<file path="src/rtl/pid_position_delta_controller_core_macros.svh">
// Assertion macros shared by the controller RTL.
// No dependencies; define NO_ASSERTIONS to compile the checks away.
`ifndef PID_POSITION_DELTA_CONTROLLER_CORE_MACROS_SVH
`define PID_POSITION_DELTA_CONTROLLER_CORE_MACROS_SVH
`ifndef NO_ASSERTIONS
// same-cycle implication
`define PPDC_ASSERT_IMPL(label, clk, rst_n, ante, cons) \
	label: assert property (@(posedge clk) disable iff (!rst_n) (ante) |-> (cons)) \
		else $error("ppdc: same-cycle check failed");
// next-cycle implication
`define PPDC_ASSERT_NEXT(label, clk, rst_n, ante, cons) \
	label: assert property (@(posedge clk) disable iff (!rst_n) (ante) |=> (cons)) \
		else $error("ppdc: next-cycle check failed");
`else
`define PPDC_ASSERT_IMPL(label, clk, rst_n, ante, cons)
`define PPDC_ASSERT_NEXT(label, clk, rst_n, ante, cons)
`endif
`endif

</file>
<file path="src/rtl/ppdc_pkg.sv">
// Types and constants for the PID position/delta controller.
// No dependencies; used by the controller, datapath and top level.
package ppdc_pkg;

	// derivative low-pass coefficient, Q0.16, and its complement
	localparam int D_FILTER_COEF   = 13107;
	localparam int INTEG_SEP_LIMIT = 32767;
	localparam logic signed [31:0] FILT_C  = 32'(D_FILTER_COEF);
	localparam logic signed [31:0] FILT_C1 = 32'(65536 - D_FILTER_COEF);
	localparam logic [16:0] SEP_LIM = 17'(INTEG_SEP_LIMIT);

	localparam logic MODE_POS   = 1'b0;
	localparam logic MODE_DELTA = 1'b1;
	localparam logic CMD_STEP   = 1'b0;
	localparam logic CMD_CLEAR  = 1'b1;

	typedef enum logic [2:0] {
		REG_MODE     = 3'd0,
		REG_KP       = 3'd1,
		REG_KI       = 3'd2,
		REG_KD       = 3'd3,
		REG_KF       = 3'd4,
		REG_MAX_OUT  = 3'd5,
		REG_INT_LIM  = 3'd6,
		REG_DEADBAND = 3'd7
	} reg_idx_t;

	typedef struct packed {
		logic               cmd;
		logic signed [15:0] setpoint;
		logic signed [15:0] feedback;
	} item_t;

	typedef struct packed {
		logic signed [15:0] drive;
		logic               at_limit;
	} result_t;

	typedef struct packed {
		logic               mode;
		logic signed [31:0] kp;
		logic signed [31:0] ki;
		logic signed [31:0] kd;
		logic signed [31:0] kf;
		logic [14:0]        max_out;
		logic [14:0]        int_lim;
		logic [14:0]        deadband;
	} cfg_t;

	// products issued to the shared multiplier
	typedef enum logic [3:0] {
		OP_NONE,
		OP_P,   // kp * e (or e - e1)
		OP_I,   // ki * (e + e1) (or e)
		OP_DH,  // (1-c) * d[35:16]
		OP_DC,  // c * diff
		OP_DL,  // (1-c) * d[15:0]
		OP_F,   // kf * setpoint
		OP_KH,  // kd * dnew[35:16]
		OP_KL   // kd * dnew[15:0]
	} mul_op_t;

	typedef struct packed {
		logic    load;
		logic    err;
		mul_op_t mul_op;
		logic    clamp_int;
		logic    add_int;
		logic    clamp_out;
		logic    commit;
		logic    clear;
	} dp_cmd_t;

	typedef struct packed {
		logic out_stall;
	} dp_status_t;

endpackage

</file>
<file path="src/rtl/ppdc_ctrl.sv">
// Sequencer for the PID controller: steps the shared multiplier schedule.
// Depends on ppdc_pkg and the assertion macro header.
`include "pid_position_delta_controller_core_macros.svh"
module ppdc_ctrl import ppdc_pkg::*; (
	input  logic       clk,
	input  logic       arst_n,
	input  logic       item_valid,
	input  logic       item_cmd,
	output logic       item_ready,
	output dp_cmd_t    cmd,
	input  dp_status_t status
);

	typedef enum logic [3:0] {
		ST_IDLE, ST_ERR, ST_P, ST_I, ST_DH, ST_DC, ST_DL, ST_F,
		ST_KH, ST_KL, ST_KW, ST_CLAMP, ST_FIN, ST_CLR
	} state_t;

	state_t state_q;

	assign item_ready = (state_q == ST_IDLE);

	always_ff @(posedge clk or negedge arst_n) begin
		if (!arst_n) begin
			state_q <= ST_IDLE;
		end else begin
			unique case (state_q)
				ST_IDLE: begin
					if (item_valid) begin
						state_q <= (item_cmd == CMD_CLEAR) ? ST_CLR : ST_ERR;
					end
				end
				ST_ERR:   state_q <= ST_P;
				ST_P:     state_q <= ST_I;
				ST_I:     state_q <= ST_DH;
				ST_DH:    state_q <= ST_DC;
				ST_DC:    state_q <= ST_DL;
				ST_DL:    state_q <= ST_F;
				ST_F:     state_q <= ST_KH;
				ST_KH:    state_q <= ST_KL;
				ST_KL:    state_q <= ST_KW;
				ST_KW:    state_q <= ST_CLAMP;
				ST_CLAMP: state_q <= ST_FIN;
				ST_FIN, ST_CLR: begin
					if (!status.out_stall) begin
						state_q <= ST_IDLE;
					end
				end
				default: state_q <= ST_IDLE;
			endcase
		end
	end

	always_comb begin
		cmd        = '0;
		cmd.mul_op = OP_NONE;
		unique case (state_q)
			ST_IDLE:  cmd.load = item_valid;
			ST_ERR:   cmd.err = 1'b1;
			ST_P:     cmd.mul_op = OP_P;
			ST_I:     cmd.mul_op = OP_I;
			ST_DH:    cmd.mul_op = OP_DH;
			ST_DC: begin
				cmd.mul_op    = OP_DC;
				cmd.clamp_int = 1'b1;
			end
			ST_DL: begin
				cmd.mul_op  = OP_DL;
				cmd.add_int = 1'b1;
			end
			ST_F:     cmd.mul_op = OP_F;
			ST_KH:    cmd.mul_op = OP_KH;
			ST_KL:    cmd.mul_op = OP_KL;
			ST_KW:    cmd.mul_op = OP_NONE;
			ST_CLAMP: cmd.clamp_out = 1'b1;
			ST_FIN:   cmd.commit = !status.out_stall;
			ST_CLR:   cmd.clear = !status.out_stall;
			default:  cmd.mul_op = OP_NONE;
		endcase
	end

	`PPDC_ASSERT_NEXT(a_busy_after_accept, clk, arst_n, item_valid && item_ready, !item_ready)
	`PPDC_ASSERT_IMPL(a_idle_no_mul, clk, arst_n, item_ready, cmd.mul_op == OP_NONE)
	`PPDC_ASSERT_NEXT(a_commit_once, clk, arst_n, cmd.commit || cmd.clear, item_ready)

endmodule

</file>
<file path="src/rtl/ppdc_datapath.sv">
// Datapath for the PID controller: error stage, shared 32x20 multiplier,
// accumulators, clamps, controller state and result register.
// Depends on ppdc_pkg and the assertion macro header.
`include "pid_position_delta_controller_core_macros.svh"
module ppdc_datapath import ppdc_pkg::*; (
	input  logic       clk,
	input  logic       arst_n,
	input  cfg_t       cfg,
	input  item_t      item,
	input  dp_cmd_t    cmd,
	input  logic       result_ready,
	output logic       result_valid,
	output result_t    result,
	output dp_status_t status
);

	// latched operands and error
	logic signed [15:0] sp_q, fb_q;
	logic signed [16:0] e_q;
	logic               int_en_q;

	// controller state
	logic signed [16:0] el_q, ebl_q;
	logic signed [35:0] deriv_q;
	logic signed [47:0] integ_q;
	logic signed [31:0] out_acc_q;

	// working registers
	mul_op_t            op_s1;
	logic signed [51:0] prod_s1;
	logic signed [55:0] acc_q;
	logic signed [49:0] integ_tmp_q;
	logic signed [37:0] dtmp_q;
	logic signed [31:0] oacc_tmp_q;
	logic               hit_q;
	logic               res_valid_q;
	result_t            res_q;

	// error stage
	logic signed [16:0] raw_err, err_n;
	logic [16:0]        err_mag;
	logic               in_dead, blocked, sep_ok;
	logic signed [32:0] lim_out, out_acc_x;

	always_comb begin
		raw_err   = {sp_q[15], sp_q} - {fb_q[15], fb_q};
		err_mag   = raw_err[16] ? 17'(-raw_err) : 17'(raw_err);
		in_dead   = (err_mag < {2'b00, cfg.deadband});
		err_n     = in_dead ? 17'sd0 : raw_err;
		sep_ok    = in_dead || (err_mag < SEP_LIM);
		lim_out   = $signed({2'b00, cfg.max_out, 16'h0000});
		out_acc_x = {out_acc_q[31], out_acc_q};
		blocked   = ((out_acc_x >= lim_out) && (err_n > 17'sd0)) ||
			((out_acc_x <= -lim_out) && (err_n < 17'sd0));
	end

	// multiplier operand select
	logic signed [17:0] e_sum, e_dif;
	logic signed [18:0] diff_d;
	logic signed [31:0] mul_a;
	logic signed [19:0] mul_b;

	always_comb begin
		e_sum  = {e_q[16], e_q} + {el_q[16], el_q};
		e_dif  = {e_q[16], e_q} - {el_q[16], el_q};
		// delta mode filters the second difference
		diff_d = (cfg.mode == MODE_DELTA) ?
			({{2{e_q[16]}}, e_q} - {el_q[16], el_q, 1'b0} + {{2{ebl_q[16]}}, ebl_q}) :
			{e_dif[17], e_dif};
		mul_a = '0;
		mul_b = '0;
		case (cmd.mul_op)
			OP_P: begin
				mul_a = cfg.kp;
				mul_b = (cfg.mode == MODE_DELTA) ? {{2{e_dif[17]}}, e_dif} :
					{{3{e_q[16]}}, e_q};
			end
			OP_I: begin
				mul_a = cfg.ki;
				mul_b = (cfg.mode == MODE_DELTA) ? {{3{e_q[16]}}, e_q} :
					{{2{e_sum[17]}}, e_sum};
			end
			OP_DH: begin
				mul_a = FILT_C1;
				mul_b = deriv_q[35:16];
			end
			OP_DC: begin
				mul_a = FILT_C;
				mul_b = {diff_d[18], diff_d};
			end
			OP_DL: begin
				mul_a = FILT_C1;
				mul_b = {4'b0000, deriv_q[15:0]};
			end
			OP_F: begin
				mul_a = cfg.kf;
				mul_b = {{4{sp_q[15]}}, sp_q};
			end
			OP_KH: begin
				mul_a = cfg.kd;
				mul_b = dtmp_q[35:16];
			end
			OP_KL: begin
				mul_a = cfg.kd;
				mul_b = {4'b0000, dtmp_q[15:0]};
			end
			default: begin
				mul_a = '0;
				mul_b = '0;
			end
		endcase
	end

	// accumulate stage, driven by the op that produced prod_s1
	logic signed [55:0] prod_x, prod_sh16, prod_sh1;
	logic signed [55:0] acc_base, op_term, aux_term, acc_d;
	logic signed [49:0] ilim, integ_base;
	logic signed [55:0] lim56;

	always_comb begin
		prod_x    = {{4{prod_s1[51]}}, prod_s1};
		prod_sh16 = prod_x >>> 16;
		prod_sh1  = prod_x >>> 1;
		acc_base  = acc_q;
		op_term   = '0;
		case (op_s1)
			OP_P: begin
				acc_base = (cfg.mode == MODE_DELTA) ? {{24{out_acc_q[31]}}, out_acc_q} :
					56'sd0;
				op_term  = prod_x;
			end
			OP_I:    op_term = (cfg.mode == MODE_DELTA) ? prod_x : 56'sd0;
			OP_F:    op_term = (cfg.mode == MODE_POS) ? prod_x : 56'sd0;
			OP_KH:   op_term = prod_x;
			OP_KL:   op_term = prod_sh16;
			default: op_term = '0;
		endcase
		aux_term = (cmd.add_int && cfg.mode == MODE_POS) ?
			{{6{integ_tmp_q[49]}}, integ_tmp_q} : 56'sd0;
		acc_d      = acc_base + op_term + aux_term;
		integ_base = {{2{integ_q[47]}}, integ_q};
		ilim       = $signed({19'd0, cfg.int_lim, 16'h0000});
		lim56      = $signed({25'd0, cfg.max_out, 16'h0000});
	end

	always_ff @(posedge clk) begin
		if (cmd.load) begin
			sp_q <= item.setpoint;
			fb_q <= item.feedback;
		end
		if (cmd.err) begin
			e_q      <= err_n;
			int_en_q <= sep_ok && !blocked;
		end
		prod_s1 <= mul_a * mul_b;
		acc_q   <= acc_d;
		// integral: trapezoid add (when enabled) or delta replace, then symmetric clamp in positional mode
		if (op_s1 == OP_I) begin
			if (cfg.mode == MODE_DELTA) begin
				integ_tmp_q <= prod_x[49:0];
			end else if (int_en_q) begin
				integ_tmp_q <= integ_base + prod_sh1[49:0];
			end else begin
				integ_tmp_q <= integ_base;
			end
		end else if (cmd.clamp_int && cfg.mode == MODE_POS) begin
			if (integ_tmp_q > ilim) begin
				integ_tmp_q <= ilim;
			end else if (integ_tmp_q < -ilim) begin
				integ_tmp_q <= -ilim;
			end
		end
		// filtered derivative: (1-c)*d + c*diff, floor
		case (op_s1)
			OP_DH:   dtmp_q <= prod_x[37:0];
			OP_DC:   dtmp_q <= dtmp_q + prod_x[37:0];
			OP_DL:   dtmp_q <= dtmp_q + prod_sh16[37:0];
			default: dtmp_q <= dtmp_q;
		endcase
		if (cmd.clamp_out) begin
			if (acc_q > lim56) begin
				oacc_tmp_q <= lim56[31:0];
				hit_q      <= 1'b1;
			end else if (acc_q < -lim56) begin
				oacc_tmp_q <= 32'(-lim56);
				hit_q      <= 1'b1;
			end else begin
				oacc_tmp_q <= acc_q[31:0];
				hit_q      <= 1'b0;
			end
		end
	end

	// drive truncated toward zero
	logic signed [15:0] drive_n;
	assign drive_n = oacc_tmp_q[31:16] +
		16'((oacc_tmp_q[31] && (oacc_tmp_q[15:0] != 16'h0000)) ? 1 : 0);

	always_ff @(posedge clk) begin
		if (cmd.clear) begin
			res_q <= '0;
		end else if (cmd.commit) begin
			res_q.drive    <= drive_n;
			res_q.at_limit <= hit_q;
		end
	end

	always_ff @(posedge clk or negedge arst_n) begin
		if (!arst_n) begin
			op_s1       <= OP_NONE;
			el_q        <= '0;
			ebl_q       <= '0;
			deriv_q     <= '0;
			integ_q     <= '0;
			out_acc_q   <= '0;
			res_valid_q <= 1'b0;
		end else begin
			op_s1 <= cmd.mul_op;
			if (cmd.clear) begin
				el_q        <= '0;
				ebl_q       <= '0;
				deriv_q     <= '0;
				integ_q     <= '0;
				out_acc_q   <= '0;
				res_valid_q <= 1'b1;
			end else if (cmd.commit) begin
				ebl_q       <= el_q;
				el_q        <= e_q;
				deriv_q     <= dtmp_q[35:0];
				integ_q     <= integ_tmp_q[47:0];
				out_acc_q   <= oacc_tmp_q;
				res_valid_q <= 1'b1;
			end else if (result_ready) begin
				res_valid_q <= 1'b0;
			end
		end
	end

	assign result_valid     = res_valid_q;
	assign result           = res_q;
	assign status.out_stall = res_valid_q && !result_ready;

	// checks
	logic signed [15:0] lim_pos16, lim_neg16;
	logic               drive_in_lim, drive_on_lim;
	assign lim_pos16    = $signed({1'b0, cfg.max_out});
	assign lim_neg16    = -lim_pos16;
	assign drive_in_lim = (res_q.drive <= lim_pos16) && (res_q.drive >= lim_neg16);
	assign drive_on_lim = (res_q.drive == lim_pos16) || (res_q.drive == lim_neg16);

	`PPDC_ASSERT_IMPL(a_drive_in_range, clk, arst_n, res_valid_q, drive_in_lim)
	`PPDC_ASSERT_IMPL(a_limit_on_edge, clk, arst_n, res_valid_q && res_q.at_limit, drive_on_lim)
	`PPDC_ASSERT_IMPL(a_no_commit_stalled, clk, arst_n, cmd.commit || cmd.clear, !status.out_stall)

endmodule

</file>
<file path="src/rtl/pid_position_delta_controller_core.sv">
// PID controller core (positional and incremental), top level.
// Usage:
//   item channel (item_valid/item_ready/item): one beat carries cmd, setpoint and
//   feedback. cmd clear zeroes the controller state; cmd step runs one control step.
//   result channel (result_valid/result_ready/result): one beat per item with the
//   saturated drive value and the at_limit flag.
//   cfg channel (cfg_valid/cfg_ready/cfg_index/cfg_data): register writes, always
//   ready; write only while no item is in flight.
// Sequence:
//   a step item is taken when the core is idle; its result is registered in the
//   commit state, and a new item is taken only once the core is back in idle.
//   A step walks an error/deadband stage, eight issues on the one shared
//   32x20 multiplier, a wait for the last product, a clamp and a commit.
//   A clear item passes through a single clear state instead.
// Reset: arst_n clears gains, mode and deadband to zero, both limits to 16384 and
//   all controller state to zero; no result is pending after reset.
// Stall: a finished result waits in the output register. The next item is still
//   taken; the core holds at the end of that item until the waiting beat is taken.
// Depends on ppdc_pkg, ppdc_ctrl and ppdc_datapath.
module pid_position_delta_controller_core import ppdc_pkg::*; (
	input  logic        clk,
	input  logic        arst_n,
	input  logic        item_valid,
	output logic        item_ready,
	input  item_t       item,
	output logic        result_valid,
	input  logic        result_ready,
	output result_t     result,
	input  logic        cfg_valid,
	output logic        cfg_ready,
	input  logic [2:0]  cfg_index,
	input  logic [31:0] cfg_data
);

	cfg_t       cfg_q;
	dp_cmd_t    dp_cmd;
	dp_status_t dp_status;

	// config writes never stall
	assign cfg_ready = 1'b1;

	always_ff @(posedge clk or negedge arst_n) begin
		if (!arst_n) begin
			cfg_q.mode     <= MODE_POS;
			cfg_q.kp       <= '0;
			cfg_q.ki       <= '0;
			cfg_q.kd       <= '0;
			cfg_q.kf       <= '0;
			cfg_q.max_out  <= 15'd16384;
			cfg_q.int_lim  <= 15'd16384;
			cfg_q.deadband <= '0;
		end else if (cfg_valid && cfg_ready) begin
			unique case (reg_idx_t'(cfg_index))
				REG_MODE:     cfg_q.mode     <= cfg_data[0];
				REG_KP:       cfg_q.kp       <= cfg_data;
				REG_KI:       cfg_q.ki       <= cfg_data;
				REG_KD:       cfg_q.kd       <= cfg_data;
				REG_KF:       cfg_q.kf       <= cfg_data;
				REG_MAX_OUT:  cfg_q.max_out  <= cfg_data[14:0];
				REG_INT_LIM:  cfg_q.int_lim  <= cfg_data[14:0];
				REG_DEADBAND: cfg_q.deadband <= cfg_data[14:0];
				default:      cfg_q.mode     <= cfg_q.mode;
			endcase
		end
	end

	// sequencer: one step walks error, eight products, wait, clamp, commit
	ppdc_ctrl u_ctrl (
		.clk        (clk),
		.arst_n     (arst_n),
		.item_valid (item_valid),
		.item_cmd   (item.cmd),
		.item_ready (item_ready),
		.cmd        (dp_cmd),
		.status     (dp_status)
	);

	// arithmetic, controller state and the result register
	ppdc_datapath u_datapath (
		.clk          (clk),
		.arst_n       (arst_n),
		.cfg          (cfg_q),
		.item         (item),
		.cmd          (dp_cmd),
		.result_ready (result_ready),
		.result_valid (result_valid),
		.result       (result),
		.status       (dp_status)
	);

endmodule
</file>
<file path="config.mk">
export PLATFORM = sky130hd
export DESIGN_NAME = pid_position_delta_controller_core
export DESIGN_NICKNAME = d
export VERILOG_FILES = /design/src/rtl/ppdc_pkg.sv /design/src/rtl/ppdc_ctrl.sv /design/src/rtl/ppdc_datapath.sv /design/src/rtl/pid_position_delta_controller_core.sv
export VERILOG_INCLUDE_DIRS = /design/src /design/src/rtl
export SDC_FILE = /design/constraint.sdc
export NUM_CORES = 2
export LEC_CHECK = 0
export BUFFER_PORTS_ARGS = -buffer_cell sky130_fd_sc_hd__buf_2
export CAP_MARGIN = 30
export CORE_ASPECT_RATIO = 1.5
export CORE_MARGIN = 2
export CORE_UTILIZATION = 45
export CTS_CLUSTER_DIAMETER = 30
export DETAILED_ROUTE_END_ITERATION = 7
export SLEW_MARGIN = 20
export SYNTH_ARGS = -nofsm -noshare
export SYNTH_HDL_FRONTEND = slang
export SYNTH_SLANG_ARGS = --single-unit
export TNS_END_PERCENT = 100
</file>
<file path="constraint.sdc">
create_clock -name clk -period 9.28 [get_ports clk]
set_input_delay 0.928 -clock clk [delete_from_list [all_inputs] [get_ports clk]]
set_output_delay 0.928 -clock clk [all_outputs]
set_load 0.005 [all_outputs]
</file>
Word-level counts from Yosys, hierarchy flattened
Cells that the tools add are included.
- register bits: 629
- latch bits: 0
- bits in writable memories: 0
- ROM bits: 0
- output and inout port bits: 20
- word-level logic and storage cells: 177
- memories kept: 0
- add/subtract/negate cells: 15
- multipliers: 1
- div/mod/pow operators: 0
- $lt $le $gt $ge: 10
- equal/unequal tests: 38
- shift-type cells: 0
- mux-type cells: 49
- bitwise gates (word level): 1
- reduce and logical (&&, ||, !) cells: 34
- operators by type and width (operator ; count):
    50-bit 2-to-1 mux ; 6
    56-bit 2-to-1 mux ; 5
    56-bit case mux with 4 select lines ; 1
    32-bit case mux with 6 select lines ; 1
    20-bit case mux with 8 select lines ; 1
    38-bit case mux with 3 select lines ; 1
    56-bit adder ; 2
    17-bit 2-to-1 mux ; 6
    32-bit 2-to-1 mux ; 3
    48-bit 2-to-1 mux ; 2
    38-bit adder ; 2
    36-bit 2-to-1 mux ; 2
    56-bit by 32-bit greater-than comparator with 1-bit output ; 1
    56-bit < comparator ; 1
    31-bit negation with 56-bit output ; 1
    32-bit by 20-bit multiplier with 52-bit output ; 1
    4-bit case mux with 13 select lines ; 1
    50-bit adder ; 1
    50-bit by 32-bit greater-than comparator with 1-bit output ; 1
    50-bit < comparator ; 1
    31-bit negation with 50-bit output ; 1
    4-bit by 3-bit == test with 1-bit output, second input constant ; 12
    20-bit 2-to-1 mux ; 2
    32-bit by 33-bit <= comparator with 1-bit output ; 1
    other kinds (36) ; 92

Longest topological paths before layout
- depth in word-level cells: 10
- mapped depth: 41

Cells and area by module
A second synthesis with hierarchy kept.
- cells, all modules: 7401
- area, all modules: 68112.8 um^2
- by module, submodules not included (module ; times used ; cells each ; area an instance (um^2) ; sequential area each (um^2)):
    ppdc_datapath ; 1 ; 6976 ; 60678.2 ; 11456.0
    pid_position_delta_controller_core ; 1 ; 380 ; 7053.0 ; 4356.7
    ppdc_ctrl ; 1 ; 45 ; 381.6 ; 100.1

Worst setup path before layout
No wires, ideal clock.
- path type: register to register
- start: reg u_datapath.e_q[0]
- end: reg u_datapath.prod_s1[50]
- library setup time: 0.072 ns
- data arrival time: 9.602 ns
- data required time: 9.208 ns
- slack: -0.394 ns
- cell stages (with the launch flop): 38
- path buffers: 1
- period minus slack after synthesis: 9.674 ns
- cell sequence: edfxtp_1 > inv_1 > ha_1 > inv_1 > fa_1 > a21o_1 > a21oi_1 > o21bai_1 > a21oi_1 > o21ai_0 > a21oi_1 > o21ai_0 > a221o_1 > a221oi_4 > buf_4 > nor2_1 > fa_1 > inv_1 > [... 2 more ...] > fa_1 > fa_1 > inv_1 > fa_1 > inv_1 > fa_1 > fa_1 > ha_1 > and2_1 > and2_1 > a31o_2 > nor4_1 > o2111ai_1 > a31oi_1 > o31ai_1 > a211o_1 > a221oi_1 > xnor2_1
- longest elaborated chain between the ends: 5
- elaborated cells on any way between the ends: 9
- ends and longest elaborated chain (item ; RTL line ; source):
    from (decl) ; ppdc_datapath.sv:19 ; logic signed [16:0] e_q;
    from (signal assigned) ; ppdc_datapath.sv:152 ; e_q <= err_n;
    17-bit by 18-bit subtractor with 19-bit output ; ppdc_datapath.sv:68 ; ({{2{e_q[16]}}, e_q} - {el_q[16], el_q, 1'b0} + {{2{ebl_q[16]}}, ebl_q}) :
    19-bit adder ; ppdc_datapath.sv:68 ;
    19-bit 2-to-1 mux ; ppdc_datapath.sv:67 ; diff_d = (cfg.mode == MODE_DELTA) ?
    20-bit case mux with 8 select lines * ; ppdc_datapath.sv:72 ; case (cmd.mul_op)
    32-bit by 20-bit multiplier with 52-bit output * ; ppdc_datapath.sv:155 ; prod_s1 <= mul_a * mul_b;
    to (signal assigned) ; ppdc_datapath.sv:155 ;
    to (decl) ; ppdc_datapath.sv:30 ; logic signed [51:0] prod_s1;
Every way passes the cells marked *; elsewhere a longest branch is shown, timed or not.
A chain may end at the register's enable or synchronous reset.

Worst setup path in the final report
- start: reg u_datapath.ebl_q[8]
- end: reg u_datapath.prod_s1[50]
- longest elaborated chain between the ends: 4
- ends and longest elaborated chain (item ; RTL line ; source):
    from (decl) ; ppdc_datapath.sv:23 ; logic signed [16:0] el_q, ebl_q;
    from (signal assigned) ; ppdc_datapath.sv:227 ; ebl_q <= el_q;
    19-bit adder ; ppdc_datapath.sv:68 ;
    19-bit 2-to-1 mux ; ppdc_datapath.sv:67 ;
    20-bit case mux with 8 select lines ; ppdc_datapath.sv:72 ;
    32-bit by 20-bit multiplier with 52-bit output ; ppdc_datapath.sv:155 ;
No other way between the ends.

==> flow_metrics.py <==
metrics = {
    "run_status": {
        "outcome": "finished, violations left",
        "violations": "setup timing",
    },
    "drt": {
        "wirelength_um": 252200,
        "postRouteAntennaNets": 0,
        "wire_per_inst_um": 25.60,
        "drtIter0Drc": 3786,
        "via_per_inst": 5.825,
        "dr.pass1.iters": 6,
        "drc_errors": 0,
        "num_vias": 57400,
    },
    "sta": {
        "finalSetupViolCount": 14,
        "fin_skew_ps": 35.43,
        "worst_slack_ps": -340.2,
        "hold_viol": 0,
        "rsz0062_at_grt": "true",
        "final.period_utilization_pct": 103.7,
        "slew-limit-headroom_pct": 33.60,
        "period_needed_ps": 9620,
        "fmax_mhz": 103.9,
        "slew_violations": 0,
        "worst_pin_slew_ps": 990.0,
    },
    "clock_tree": {
        "cts_made_buffers": 153,
        "ctsHoldBuffers": 0,
        "clock_sinks": 627,
        "cts-htree-levels": 4,
        "cts_tree": "built",
        "clkTransAtPathRegs_ps": 50,
        "cts_root_buffer": "clkbuf_16",
        "insertion_delay_ps": 790,
        "cts_buffer_depth": 3,
    },
    "synthesis": {
        "synth-async-reset-ratio_pct": 53.11,
        "synth_top_area_share_pct": 21.55,
        "synthFlopType": "dfrtp_1",
        "postSynthCellCount": 7216,
        "yosysTopAreaCell": "fa_1",
        "ys_types": 97,
        "syn-cell-area_um2": 66340,
        "ys_warn_count": 0,
        "ys_seq_area_share_pct": 23.99,
        "synth_area_per_cell_um2": 9.193,
        "syn_nets": 8498,
        "synth_edf_count": 169,
        "yosysMostFrequentCell": "inv_1",
        "ys_ff_latch": 627,
        "synth_area_leaders": "fa_1 (22%), dfrtp_1 (12%), ha_1 (9.3%)",
        "synth_common_cells": "inv_1 (1013), nand2_1 (733), fa_1 (714), ha_1 (495), nor2_1 (444)",
    },
    "final_layout": {
        "fin_cells": 9853,
        "syn_to_final_growth_pct": 21.21,
        "drive_above_1_share_pct": 19.75,
        "fin_nets": 9075,
    },
    "floorplanning": {
        "core_area_um2": 146300,
        "fp.dieW_um": 317.5,
        "die_y_um": 474.2,
        "die_area_um2": 150600,
        "start_util_pct": 45.33,
        "ios": 93,
        "fp-row-count": 172,
    },
    "placement": {
        "dp_hpwl_um": 201400,
        "portBuffers": 91,
        "placed_cells": 9477,
        "place.gp.congestion": 1.000,
    },
    "worst_setup_path": {
        "critical_path.startpoint_type": "flop",
        "required_ps": 9960,
        "cpMostUsedCell": "fa_1",
        "crit_path_max_fanout": 7,
        "crit_cells": 36,
        "cp-end-kind": "flop",
        "crit_path_max_incr_delay_ps": 620,
        "critPathKind": "reg2reg",
        "reg2reg_depth": 36,
        "critical_path_arrival_ps": 10300,
        "crit_buf_inv": 7,
        "crit_slowest_cell": "fa_1",
        "crit_family": "adder cells",
    },
    "min_path": {
        "hp-class": "in2async",
    },
    "global_route": {
        "grt_pass1_vias": 61010,
        "grt_pass1_wl_um": 377400,
        "grt_max_degree": 148,
        "antenna_found_initial": 16,
        "grt_usage_pct": 33.69,
        "gr-total-overflow": 0,
    },
    "job": {
        "maxCapViolations": 0,
    },
}
[registers in the layout, summed over array words and instances, names as in the netlist, 4 cells and up]
register,flops
u_datapath.acc_q,56
u_datapath.fb_q,16
u_ctrl.state_q,4
u_datapath.integ_tmp_q,50
u_datapath.result,17
u_datapath.deriv_q,36
u_datapath.sp_q,16
u_datapath.oacc_tmp_q,32
u_datapath.e_q,17
u_datapath.out_acc_q,32
u_datapath.ebl_q,17
u_datapath.el_q,17
u_datapath.dtmp_q,36
u_datapath.prod_s1,52
u_datapath.integ_q,48
u_datapath.op_s1,4
cfg_q,174
[final timing paths]
kind / slack (ps) / start / endpoint
hold / removal: 180 / arst_n / cfg_q[43]
min in group clk: 310 / item[19] / u_datapath.sp_q[3]
hold reg to reg: 440 / u_datapath.result[4] / u_datapath.result[4]
max in group asynchronous: 7180 / arst_n / u_datapath.integ_q[2]
setup / recovery: -340 / u_datapath.ebl_q[8] / u_datapath.prod_s1[50]
setup reg to reg: -340 / u_datapath.ebl_q[8] / u_datapath.prod_s1[50]
[stage by stage]
| stage | worst slack (ps) | hold WS (ps) | instance area, um2 | TNS, ps | util (%) |
|---|---|---|---|---|---|
| 6_report | -340.2 | 176.7 | 80410 | -3088 | 54.95 |
| 5_1_grt | -590.5 | 258.4 | 80390 | -7727 | 54.93 |
| 4_1_cts | -239.9 | 197.9 | 79640 | -882.3 | 54.42 |
| 3_5_place_dp | -856.0 | 438.7 | 73070 | -14260 | 49.93 |
| 3_3_place_gp | -802.0 | 434.1 | 72980 | -10930 | 49.87 |
| 2_1_floorplan | -0.1217 | 442.1 | 66430 | -0.1217 | - |
[kinds of logic (layout without fill, tap and decap cells)]
logic type      Yosys count  after routing  synth area share [%]
compound gates         1570           1570                 15.96
xor+xnor                260            260                 3.455
fa+ha+maj              1209           1209                 30.88
buf+inv                1367           2077                 7.786
flops                   627            627                 23.99
mux                     254            254                 4.234
other cells               1             14              0.005653
simple gates           1928           1928                 13.69
[cell usage in the layout (no fill, tap or decap), types with 65 or more instances in the layout]
cell | synthesis | final
buf_2 | 15 | 93
inv_1 | 1013 | 988
nor2_1 | 444 | 420
buf_4 | 2 | 614
nand2_1 | 733 | 730
a22o_1 | 125 | 125
xor2_1 | 77 | 76
nand2b_1 | 67 | 66
nand3_1 | 96 | 90
dfrtp_1 | 331 | 330
and2_1 | 91 | 88
nand4_1 | 79 | 79
o21ai_0 | 254 | 227
fa_1 | 714 | 670
a21oi_1 | 389 | 355
dfxtp_1 | 125 | 125
edfxtp_1 | 169 | 169
o21a_1 | 65 | 65
clkbuf_16 | 0 | 161
xnor2_1 | 181 | 173
a21o_1 | 158 | 158
mux2_2 | 213 | 213
and3_1 | 96 | 96
ha_1 | 495 | 466
a22oi_1 | 124 | 124
[layout make-up]
type | instances | area (um2)
sequential | 627 | 15920
multi-input combinational | 5222 | 46620
timing repair buffer | 775 | 6200
inverter | 1014 | 3806
clock buffer | 189 | 4253
tap | 1914 | 2395
fill | 13300 | 65930
clock inverter | 99 | 1187
antenna | 13 | 32.53
[timing repair]
action                                  CTS  global route
gates cloned                              2             1
endpoints found under the setup margin   30            33
pin swaps                               217           139
setup buffers                            45            36
resized for setup                       181           128
hold endpoints to repair                  0             0
[per-layer routing]
metal	wire length [um]	track usage [%]	share of wire, %	vias to the layer above
met5	46	0	0.018	-
met2	126700	59.91	50	2117
li1	-	-	-	25690
met1	84960	33.43	34	28660
met3	13830	6.279	5.5	925
met4	26700	30.47	11	6
Power is left out: the tool's default activity adds up to more than one toggle a clock period on the data nets, which glitch-free logic cannot reach.
